**config.mk**
```make
export PLATFORM = sky130hd
export DESIGN_NAME = compacting_id_table
export DESIGN_NICKNAME = d
export VERILOG_FILES = /design/src/rtl/cit_pkg.sv /design/src/rtl/cit_ram.sv /design/src/rtl/cit_engine.sv /design/src/rtl/compacting_id_table.sv
export VERILOG_INCLUDE_DIRS = /design/src /design/src/rtl
export SDC_FILE = /design/constraint.sdc
export NUM_CORES = 2
export LEC_CHECK = 0
export BUFFER_PORTS_ARGS = -buffer_cell sky130_fd_sc_hd__buf_4
export CORE_MARGIN = 5
export CORE_UTILIZATION = 56
export CTS_CLUSTER_SIZE = 40
export DETAILED_ROUTE_END_ITERATION = 12
export PLACE_DENSITY = 0.77
export SLEW_MARGIN = 20
export SYNTH_ARGS = -nofsm -noshare
export SYNTH_HDL_FRONTEND = slang
export SYNTH_HIERARCHICAL = 1
export SYNTH_SLANG_ARGS = --single-unit
```
**constraint.sdc**
```tcl
create_clock -name clk -period 7.1 [get_ports clk]
set_input_delay 2.13 -clock clk [delete_from_list [all_inputs] [get_ports clk]]
set_output_delay 2.13 -clock clk [all_outputs]
set_load 0.02 [all_outputs]
```
**src/rtl/compacting_id_table_defines.svh**
```systemverilog
// Assertion macros used by the compacting id table engine.
`ifndef COMPACTING_ID_TABLE_DEFINES_SVH
`define COMPACTING_ID_TABLE_DEFINES_SVH

`ifndef SYNTHESIS

// The consequent must hold in the same cycle as the antecedent.
`define CIT_ASSERT_SAME(lbl, clk, rstn, ante, cons) \
    lbl: assert property (@(posedge clk) disable iff (!rstn) (ante) |-> (cons)) \
        else $error("cit assertion failed");

// The consequent must hold in the cycle after the antecedent.
`define CIT_ASSERT_NEXT(lbl, clk, rstn, ante, cons) \
    lbl: assert property (@(posedge clk) disable iff (!rstn) (ante) |=> (cons)) \
        else $error("cit assertion failed");

`else

`define CIT_ASSERT_SAME(lbl, clk, rstn, ante, cons)
`define CIT_ASSERT_NEXT(lbl, clk, rstn, ante, cons)

`endif

`endif

```
**src/rtl/cit_pkg.sv**
```systemverilog
`timescale 1ns / 1ps
`default_nettype none

package cit_pkg;

    localparam int CAPACITY    = 16;
    localparam int NAME_BITS   = 64;
    localparam int ID_W        = 32;
    localparam int TAG_W       = 64;
    localparam int IDX_W       = (CAPACITY > 1) ? $clog2(CAPACITY) : 1;
    localparam int CNT_W       = $clog2(CAPACITY + 1);
    localparam int COUNT_OUT_W = 5;
    localparam int REQ_W       = 2;
    localparam int STATUS_W    = 2;

    localparam int S_TDATA_W   = ((TAG_W + ID_W + 7) / 8) * 8;
    localparam int M_FIELDS_W  = ID_W + TAG_W + COUNT_OUT_W;
    localparam int M_TDATA_W   = ((M_FIELDS_W + 7) / 8) * 8;
    localparam int M_PAD_W     = M_TDATA_W - M_FIELDS_W;

    typedef enum logic [REQ_W-1:0] {
        REQ_ADD    = 2'd0,
        REQ_FIND   = 2'd1,
        REQ_REMOVE = 2'd2,
        REQ_NONE   = 2'd3
    } req_t;

    typedef enum logic [STATUS_W-1:0] {
        STAT_OK        = 2'd0,
        STAT_FULL      = 2'd1,
        STAT_NOT_FOUND = 2'd2,
        STAT_EMPTY     = 2'd3
    } status_t;

    typedef struct packed {
        logic                 we;
        logic [IDX_W-1:0]     waddr;
        logic [IDX_W-1:0]     raddr;
        logic [ID_W-1:0]      wid;
        logic [NAME_BITS-1:0] wname;
    } ram_cmd_t;

    typedef struct packed {
        status_t                status;
        logic [ID_W-1:0]        rid;
        logic [NAME_BITS-1:0]   rname;
        logic [COUNT_OUT_W-1:0] count;
    } result_t;

    function automatic logic [COUNT_OUT_W-1:0] count_out(input logic [CNT_W-1:0] cnt);
        logic [31:0] wide;
        wide = 32'(cnt);
        return wide[COUNT_OUT_W-1:0];
    endfunction

endpackage

`default_nettype wire

```
**src/rtl/cit_ram.sv**
```systemverilog
`timescale 1ns / 1ps
`default_nettype none

module cit_ram #(
    parameter int WIDTH = 8,
    parameter int DEPTH = 16,
    localparam int ADDR_W = (DEPTH > 1) ? $clog2(DEPTH) : 1
) (
    input  wire logic              clk,
    input  wire logic              wr_en,
    input  wire logic [ADDR_W-1:0] wr_addr,
    input  wire logic [WIDTH-1:0]  wr_data,
    input  wire logic [ADDR_W-1:0] rd_addr,
    output logic      [WIDTH-1:0]  rd_data
);

    logic [WIDTH-1:0] mem [DEPTH];

    always_ff @(posedge clk)
    begin
        if (wr_en)
        begin
            mem[wr_addr] <= wr_data;
        end
        rd_data <= mem[rd_addr];
    end

endmodule

`default_nettype wire

```
**src/rtl/cit_engine.sv**
```systemverilog
`timescale 1ns / 1ps
`default_nettype none

`include "compacting_id_table_defines.svh"

module cit_engine
    import cit_pkg::*;
(
    input  wire logic                 clk,
    input  wire logic                 rst_n,
    input  wire logic                 cfg_wr_en,
    input  wire logic [ID_W-1:0]      cfg_wr_data,
    input  wire logic                 in_valid,
    output logic                      in_ready,
    input  wire req_t                 in_req,
    input  wire logic [NAME_BITS-1:0] in_tag,
    input  wire logic [ID_W-1:0]      in_key,
    output ram_cmd_t                  ram_cmd,
    input  wire logic [ID_W-1:0]      rd_id,
    input  wire logic [NAME_BITS-1:0] rd_name,
    output logic                      res_valid,
    input  wire logic                 res_ready,
    output result_t                   res
);

    typedef enum logic [4:0] {
        ST_IDLE  = 5'b00001,
        ST_ADD   = 5'b00010,
        ST_SCAN  = 5'b00100,
        ST_SHIFT = 5'b01000,
        ST_DONE  = 5'b10000
    } state_t;

    state_t               state_reg, state_next;
    logic [CNT_W-1:0]     count_reg, count_next;
    logic [ID_W-1:0]      next_id_reg, next_id_next;
    logic [CNT_W-1:0]     ptr_reg, ptr_next;
    logic                 pend_valid_reg, pend_valid_next;
    logic [CNT_W-1:0]     pend_idx_reg, pend_idx_next;
    req_t                 req_reg, req_next;
    logic [ID_W-1:0]      key_reg, key_next;
    logic [NAME_BITS-1:0] tag_reg, tag_next;
    status_t              status_reg, status_next;
    logic [ID_W-1:0]      rid_reg, rid_next;
    logic [NAME_BITS-1:0] rname_reg, rname_next;
    logic [CNT_W-1:0]     pend_dst;
    logic                 take;

    assign pend_dst = pend_idx_reg - 1'b1;

    always_comb
    begin
        state_next      = state_reg;
        count_next      = count_reg;
        next_id_next    = next_id_reg;
        ptr_next        = ptr_reg;
        pend_valid_next = 1'b0;
        pend_idx_next   = pend_idx_reg;
        req_next        = req_reg;
        key_next        = key_reg;
        tag_next        = tag_reg;
        status_next     = status_reg;
        rid_next        = rid_reg;
        rname_next      = rname_reg;
        in_ready        = 1'b0;
        res_valid       = 1'b0;
        take            = 1'b0;
        ram_cmd.we      = 1'b0;
        ram_cmd.waddr   = pend_dst[IDX_W-1:0];
        ram_cmd.raddr   = ptr_reg[IDX_W-1:0];
        ram_cmd.wid     = rd_id;
        ram_cmd.wname   = rd_name;

        case (state_reg)
            ST_IDLE:
            begin
                in_ready = 1'b1;
                take     = in_valid;
            end
            ST_ADD:
            begin
                if (count_reg >= CNT_W'(CAPACITY))
                begin
                    status_next = STAT_FULL;
                end
                else
                begin
                    ram_cmd.we    = 1'b1;
                    ram_cmd.waddr = count_reg[IDX_W-1:0];
                    ram_cmd.wid   = next_id_reg;
                    ram_cmd.wname = tag_reg;
                    rid_next      = next_id_reg;
                    next_id_next  = next_id_reg + 1'b1;
                    count_next    = count_reg + 1'b1;
                end
                state_next = ST_DONE;
            end
            ST_SCAN:
            begin
                // Reads are issued one per cycle; the compare works on the
                // entry read in the previous cycle.
                if (ptr_reg < count_reg)
                begin
                    ptr_next        = ptr_reg + 1'b1;
                    pend_valid_next = 1'b1;
                    pend_idx_next   = ptr_reg;
                end
                if (pend_valid_reg && (rd_id == key_reg))
                begin
                    rid_next        = rd_id;
                    rname_next      = rd_name;
                    pend_valid_next = 1'b0;
                    if (req_reg == REQ_REMOVE)
                    begin
                        ptr_next   = pend_idx_reg + 1'b1;
                        state_next = ST_SHIFT;
                    end
                    else
                    begin
                        state_next = ST_DONE;
                    end
                end
                else if (!pend_valid_reg && (ptr_reg >= count_reg))
                begin
                    status_next = STAT_NOT_FOUND;
                    state_next  = ST_DONE;
                end
            end
            ST_SHIFT:
            begin
                // Entry i is read and written back to i - 1 in the next cycle.
                if (ptr_reg < count_reg)
                begin
                    ptr_next        = ptr_reg + 1'b1;
                    pend_valid_next = 1'b1;
                    pend_idx_next   = ptr_reg;
                end
                if (pend_valid_reg)
                begin
                    ram_cmd.we = 1'b1;
                end
                else if (ptr_reg >= count_reg)
                begin
                    count_next = count_reg - 1'b1;
                    state_next = ST_DONE;
                end
            end
            ST_DONE:
            begin
                res_valid = 1'b1;
                if (res_ready)
                begin
                    in_ready   = 1'b1;
                    take       = in_valid;
                    state_next = ST_IDLE;
                end
            end
            default:
            begin
                state_next = ST_IDLE;
            end
        endcase

        if (take)
        begin
            req_next        = in_req;
            key_next        = in_key;
            tag_next        = in_tag;
            status_next     = STAT_OK;
            rid_next        = '0;
            rname_next      = '0;
            ptr_next        = '0;
            pend_valid_next = 1'b0;
            case (in_req)
                REQ_ADD:
                begin
                    state_next = ST_ADD;
                end
                REQ_FIND:
                begin
                    state_next = ST_SCAN;
                end
                REQ_REMOVE:
                begin
                    if (count_reg == '0)
                    begin
                        status_next = STAT_EMPTY;
                        state_next  = ST_DONE;
                    end
                    else
                    begin
                        state_next = ST_SCAN;
                    end
                end
                default:
                begin
                    state_next = ST_DONE;
                end
            endcase
        end

        if (cfg_wr_en)
        begin
            next_id_next = cfg_wr_data;
        end
    end

    always_ff @(posedge clk or negedge rst_n)
    begin
        if (!rst_n)
        begin
            state_reg      <= ST_IDLE;
            count_reg      <= '0;
            next_id_reg    <= '0;
            ptr_reg        <= '0;
            pend_valid_reg <= 1'b0;
            req_reg        <= REQ_NONE;
        end
        else
        begin
            state_reg      <= state_next;
            count_reg      <= count_next;
            next_id_reg    <= next_id_next;
            ptr_reg        <= ptr_next;
            pend_valid_reg <= pend_valid_next;
            req_reg        <= req_next;
        end
    end

    always_ff @(posedge clk)
    begin
        pend_idx_reg <= pend_idx_next;
        key_reg      <= key_next;
        tag_reg      <= tag_next;
        status_reg   <= status_next;
        rid_reg      <= rid_next;
        rname_reg    <= rname_next;
    end

    assign res.status = status_reg;
    assign res.rid    = rid_reg;
    assign res.rname  = rname_reg;
    assign res.count  = count_out(count_reg);

    `CIT_ASSERT_SAME(a_count_bound, clk, rst_n, 1'b1, count_reg <= CNT_W'(CAPACITY))
    `CIT_ASSERT_SAME(a_write_state, clk, rst_n, ram_cmd.we, (state_reg == ST_ADD) || (state_reg == ST_SHIFT))
    `CIT_ASSERT_SAME(a_shift_no_overlap, clk, rst_n, ram_cmd.we && (state_reg == ST_SHIFT), ram_cmd.waddr != ram_cmd.raddr)
    `CIT_ASSERT_NEXT(a_idle_count_hold, clk, rst_n, state_reg == ST_IDLE, $stable(count_reg))

endmodule

`default_nettype wire

```
**src/rtl/compacting_id_table.sv**
```systemverilog
`timescale 1ns / 1ps
`default_nettype none

// Channel   Direction  Signals                        Contents
// s_*       in         tvalid, tready, tdata, tuser   one request per transfer
// m_*       out        tvalid, tready, tdata, tuser   one response per request
// cfg_*     in         wr_en, wr_data                 first_id, also reloads next id
//
// A find searches the id memory through its single read port one entry per
// cycle, from the first record up to the match or up to the record count when
// there is none. A remove finds the match the same way and then moves each
// later record down by one entry.
// Reset clears the record count and the id counter; the memories are not cleared.
// A stalled response waits in the output register while the next request runs.

module compacting_id_table
    import cit_pkg::*;
(
    input  wire logic                 clk,
    input  wire logic                 rst_n,
    input  wire logic                 cfg_wr_en,
    input  wire logic [ID_W-1:0]      cfg_wr_data,
    input  wire logic                 s_tvalid,
    output logic                      s_tready,
    input  wire logic [S_TDATA_W-1:0] s_tdata,   // name_tag[63:0], key_id[95:64]
    input  wire logic [REQ_W-1:0]     s_tuser,   // req_type[1:0]
    output logic                      m_tvalid,
    input  wire logic                 m_tready,
    output logic [M_TDATA_W-1:0]      m_tdata,   // result_id[31:0], result_name[95:32],
                                                 // record_count[100:96]
    output logic [STATUS_W-1:0]       m_tuser    // status[1:0]
);

    ram_cmd_t             ram_cmd;
    logic [ID_W-1:0]      rd_id;
    logic [NAME_BITS-1:0] rd_name;
    logic                 res_valid;
    logic                 res_ready;
    result_t              res;
    logic                 m_valid_reg;
    result_t              out_reg;

    cit_ram #(
        .WIDTH (ID_W),
        .DEPTH (CAPACITY)
    ) u_id_ram (
        .clk     (clk),
        .wr_en   (ram_cmd.we),
        .wr_addr (ram_cmd.waddr),
        .wr_data (ram_cmd.wid),
        .rd_addr (ram_cmd.raddr),
        .rd_data (rd_id)
    );

    cit_ram #(
        .WIDTH (NAME_BITS),
        .DEPTH (CAPACITY)
    ) u_name_ram (
        .clk     (clk),
        .wr_en   (ram_cmd.we),
        .wr_addr (ram_cmd.waddr),
        .wr_data (ram_cmd.wname),
        .rd_addr (ram_cmd.raddr),
        .rd_data (rd_name)
    );

    cit_engine u_engine (
        .clk         (clk),
        .rst_n       (rst_n),
        .cfg_wr_en   (cfg_wr_en),
        .cfg_wr_data (cfg_wr_data),
        .in_valid    (s_tvalid),
        .in_ready    (s_tready),
        .in_req      (req_t'(s_tuser)),
        .in_tag      (s_tdata[NAME_BITS-1:0]),
        .in_key      (s_tdata[TAG_W +: ID_W]),
        .ram_cmd     (ram_cmd),
        .rd_id       (rd_id),
        .rd_name     (rd_name),
        .res_valid   (res_valid),
        .res_ready   (res_ready),
        .res         (res)
    );

    assign res_ready = !m_valid_reg || m_tready;

    always_ff @(posedge clk or negedge rst_n)
    begin
        if (!rst_n)
        begin
            m_valid_reg <= 1'b0;
        end
        else if (res_ready)
        begin
            m_valid_reg <= res_valid;
        end
    end

    always_ff @(posedge clk)
    begin
        if (res_valid && res_ready)
        begin
            out_reg <= res;
        end
    end

    assign m_tvalid = m_valid_reg;
    assign m_tuser  = out_reg.status;
    assign m_tdata  = {{M_PAD_W{1'b0}}, out_reg.count, TAG_W'(out_reg.rname), out_reg.rid};

endmodule

`default_nettype wire
```
==> results.json <==
{
  "hold-worst-slack_ns": 0.428,
  "max_ffs_per_register": 1024,
  "critPathArrivalTime_ns": 3.06,
  "timing.critical_path.from_type": "input port",
  "setup.worst_path.end_class": "primary output",
  "worstMarginPinSlew_ns": 1.20,
  "synth-seq-area-share": 0.776,
  "wirelength_um": 169000,
  "synth_flop_cell": "sky130_fd_sc_hd__edfxtp_1",
  "dpl-instance-area_um2": 77900,
  "dpl_worst_slack_ns": 1.92,
  "floorplan.rows": 133,
  "fin_area_um2": 84100,
  "yosys_register_bits": 1985,
  "async_reset_ff_frac": 0.0257,
  "crit-reg2reg-capture": "u_name_ram/mem[1][29]$_DFFE_PP_",
  "synthesis.area_per_instance_um2": 19.2,
  "maxCapViolations": 0,
  "ff2ff_path_depth": 7,
  "max-slew-margin-rel": 0.199,
  "die_height_um": 373,
  "cts.sinks": 1985,
  "max_clock_freq_ghz": 0.193,
  "port_buffer_cells": 239,
  "grt_start_max_net_pins": 124,
  "edff_count_synth": 1742,
  "drt_first_pass_iters": 6,
  "ff2ff_setup_slack_ns": 2.10,
  "layout.cells.non_filler": 6069,
  "yosys.area_share.xor_xnor": 0.00876,
  "timing.setup.critical_path_class": "in -> out",
  "synth.yosys.warnings": 6,
  "critical_path.max_fanout": 4,
  "post_cts.resized_instances": 0,
  "synthMuxAreaShare": 0.122,
  "initial_core_utilization": 0.563,
  "grt_pass1_wl_um": 252000,
  "worst_hold_stages": 0,
  "h-tree-depth": 4,
  "grtUsageTotal": 0.242,
  "count_of_final_setup_violators": 0,
  "final.period_utilization": 0.732,
  "synthDistinctLibCells": 57,
  "synth-compound-area-share": 0.0322,
  "detail_route.wl_per_cell_um": 27.9,
  "place.gp.congestion": 0.803,
  "final_core_utilization": 0.639,
  "holdBufCountCts": 0,
  "dp.cells": 5716,
  "synth.cell_area_um2": 74000,
  "timing.critical_path.required_ns": 4.97,
  "mostFrequentLayoutCells": "sky130_fd_sc_hd__edfxtp_1, sky130_fd_sc_hd__nand2_1, sky130_fd_sc_hd__mux4_2, sky130_fd_sc_hd__buf_4, sky130_fd_sc_hd__a22oi_1",
  "critical_path.reg2reg.startpoint": "u_engine/state_reg[3]$_DFFE_PN0P_",
  "synth_cells": 3860,
  "hold_viol": 0,
  "floorplan.die.width_um": 373,
  "num-nets-final": 4297,
  "crit_start": "m_tready",
  "min_to": "m_tdata[58]$_DFFE_PP_",
  "setup-tns-final_ns": 0,
  "worstSkewPairLatency_ns": 0.81,
  "power.static_leakage_nw": 27.2,
  "core_area_um2": 131000,
  "die-area_um2": 139000,
  "ant_nets": 0,
  "final_layout_size_suffix_gt1_frac": 0.238,
  "finalMaxSlewViolations": 0,
  "grt_antenna_before_repair": 3,
  "drc_errors": 0,
  "hp-start": "u_engine/rname_reg[26]$_SDFFE_PP0P_",
  "vias": 38000,
  "area_growth_pct": 13.6,
  "top_register": "u_name_ram/mem",
  "tritoncts": "done",
  "powerDensity_nw_per_um2": 340,
  "via_per_inst": 6.27,
  "hold_path_class": "reg -> reg",
  "run_status": "complete, no violations",
  "layout_commonest_cell": "sky130_fd_sc_hd__edfxtp_1",
  "via_count_of_the_first_global_routing_pass": 38700,
  "skew_ns": 0.0302,
  "synth_simple_gate_area_frac": 0.0441,
  "hpwl_dp_um": 90800,
  "drt_iter0_drc": 4521,
  "ctsRootBufferMaster": "sky130_fd_sc_hd__clkbuf_16",
  "ios": 243,
  "globalRouteOverflowTotal": 0,
  "cts_inserted_buffers": 186,
  "clkSlewWorstSetupHoldPaths_ns": 0.06,
  "synth_top_family_by_area": "multiplexers",
  "max-vdd-ir-drop_mv": 0.312,
  "clock_tree.buffer_depth": 3,
  "rsz0062_at_grt": "false",
  "power_mw": 28.6,
  "post_cts_buffers": 0,
  "layout_min_cycle_time_ns": 5.19,
  "synthAdderAreaFrac": 0.00230,
  "setup_slack_ns": 1.91
}
[per-layer routing]
metal	vias up	global-route usage	part of all wire
met2	2114	0.381	0.48
met4	0	0.0819	0.033
met3	341	0.0513	0.099
met5	-	0	0
li1	15900	-	-
met1	19700	0.343	0.38
[worst max-delay path by stage]
| stage | end | slack, ns | cells past startpoint |
|---|---|---|---|
| floorplan | u_name_ram/mem[8][0]$_DFFE_PP_ | -0.08 | 8 |
| global placement | s_tready | 1.93 | 5 |
| detailed placement | s_tready | 1.92 | 5 |
| CTS | s_tready | 1.92 | 5 |
| global route | s_tready | 1.89 | 5 |
| finish | s_tready | 1.91 | 5 |
[critical path: stages]
cell                       delay (ns)
sky130_fd_sc_hd__buf_4           0.08
sky130_fd_sc_hd__nand2b_4        0.14
sky130_fd_sc_hd__nand3b_1        0.08
sky130_fd_sc_hd__a21oi_1         0.41
sky130_fd_sc_hd__buf_4           0.23
[synthesized netlist by cell type (4+ instances only)]
library cell                  n  area, µm²
sky130_fd_sc_hd__and2_1       4       25.0
sky130_fd_sc_hd__dfrtp_1     48       1200
sky130_fd_sc_hd__ha_1        12        150
sky130_fd_sc_hd__buf_1       33        124
sky130_fd_sc_hd__and3_1       8       50.1
sky130_fd_sc_hd__nand2b_1     7       43.8
sky130_fd_sc_hd__mux4_2     384       8650
sky130_fd_sc_hd__nor3_1      19       95.1
sky130_fd_sc_hd__o22ai_1      6       37.5
sky130_fd_sc_hd__nand2_1    577       2170
sky130_fd_sc_hd__buf_6       13        146
sky130_fd_sc_hd__xor2_1      54        473
sky130_fd_sc_hd__a21oi_1     77        385
sky130_fd_sc_hd__a31oi_1      6       37.5
sky130_fd_sc_hd__o21ai_0     70        350
sky130_fd_sc_hd__a22oi_1    193       1450
sky130_fd_sc_hd__clkbuf_1   116        435
sky130_fd_sc_hd__mux2i_1     35        350
sky130_fd_sc_hd__inv_1       16       60.1
sky130_fd_sc_hd__edfxtp_1  1742      52300
sky130_fd_sc_hd__nor2_1      56        210
sky130_fd_sc_hd__buf_4       22        165
sky130_fd_sc_hd__buf_2       23        115
sky130_fd_sc_hd__or4_1        4       30.0
sky130_fd_sc_hd__o21ai_1      7       35.0
sky130_fd_sc_hd__nor4_1       8       50.1
sky130_fd_sc_hd__nand3_1     17       85.1
sky130_fd_sc_hd__nand3b_1     7       52.6
sky130_fd_sc_hd__dfxtp_1    192       3840
sky130_fd_sc_hd__xnor2_1     20        175
sky130_fd_sc_hd__nor2b_1      7       43.8
sky130_fd_sc_hd__nand4_1     37        231
[report_power, final]
part / total (mW) / switching (mW) / internal (mW)
Clock: 9.96 / 4.22 / 5.74
Sequential: 14.4 / 0.418 / 14.0
Combinational: 4.21 / 2.50 / 1.71
[area by class of cell]
class	count	area [µm²]
Tap cell	1755	2200
Inverter	17	71.3
Clock buffer	283	5320
Clock inverter	69	830
Fill cell	8451	47400
Multi-Input combinational cell	1653	15800
Antenna cell	1	2.50
Timing Repair Buffer	306	2400
Sequential cell	1985	57400
[kinds of logic (layout without fill, tap and decap cells)]
kind of cell / Yosys count / after routing
buffers and inverters: 224 / 675
flip-flops: 1985 / 1985
multiplexers: 422 / 422
AO/OA/AOI/OAI: 370 / 370
adder cells (fa/ha/maj): 13 / 13
other: 1 / 4
AND/OR/NAND/NOR: 771 / 771
XOR/XNOR: 74 / 74
No activity file was read; power rests on OpenSTA's default activity.
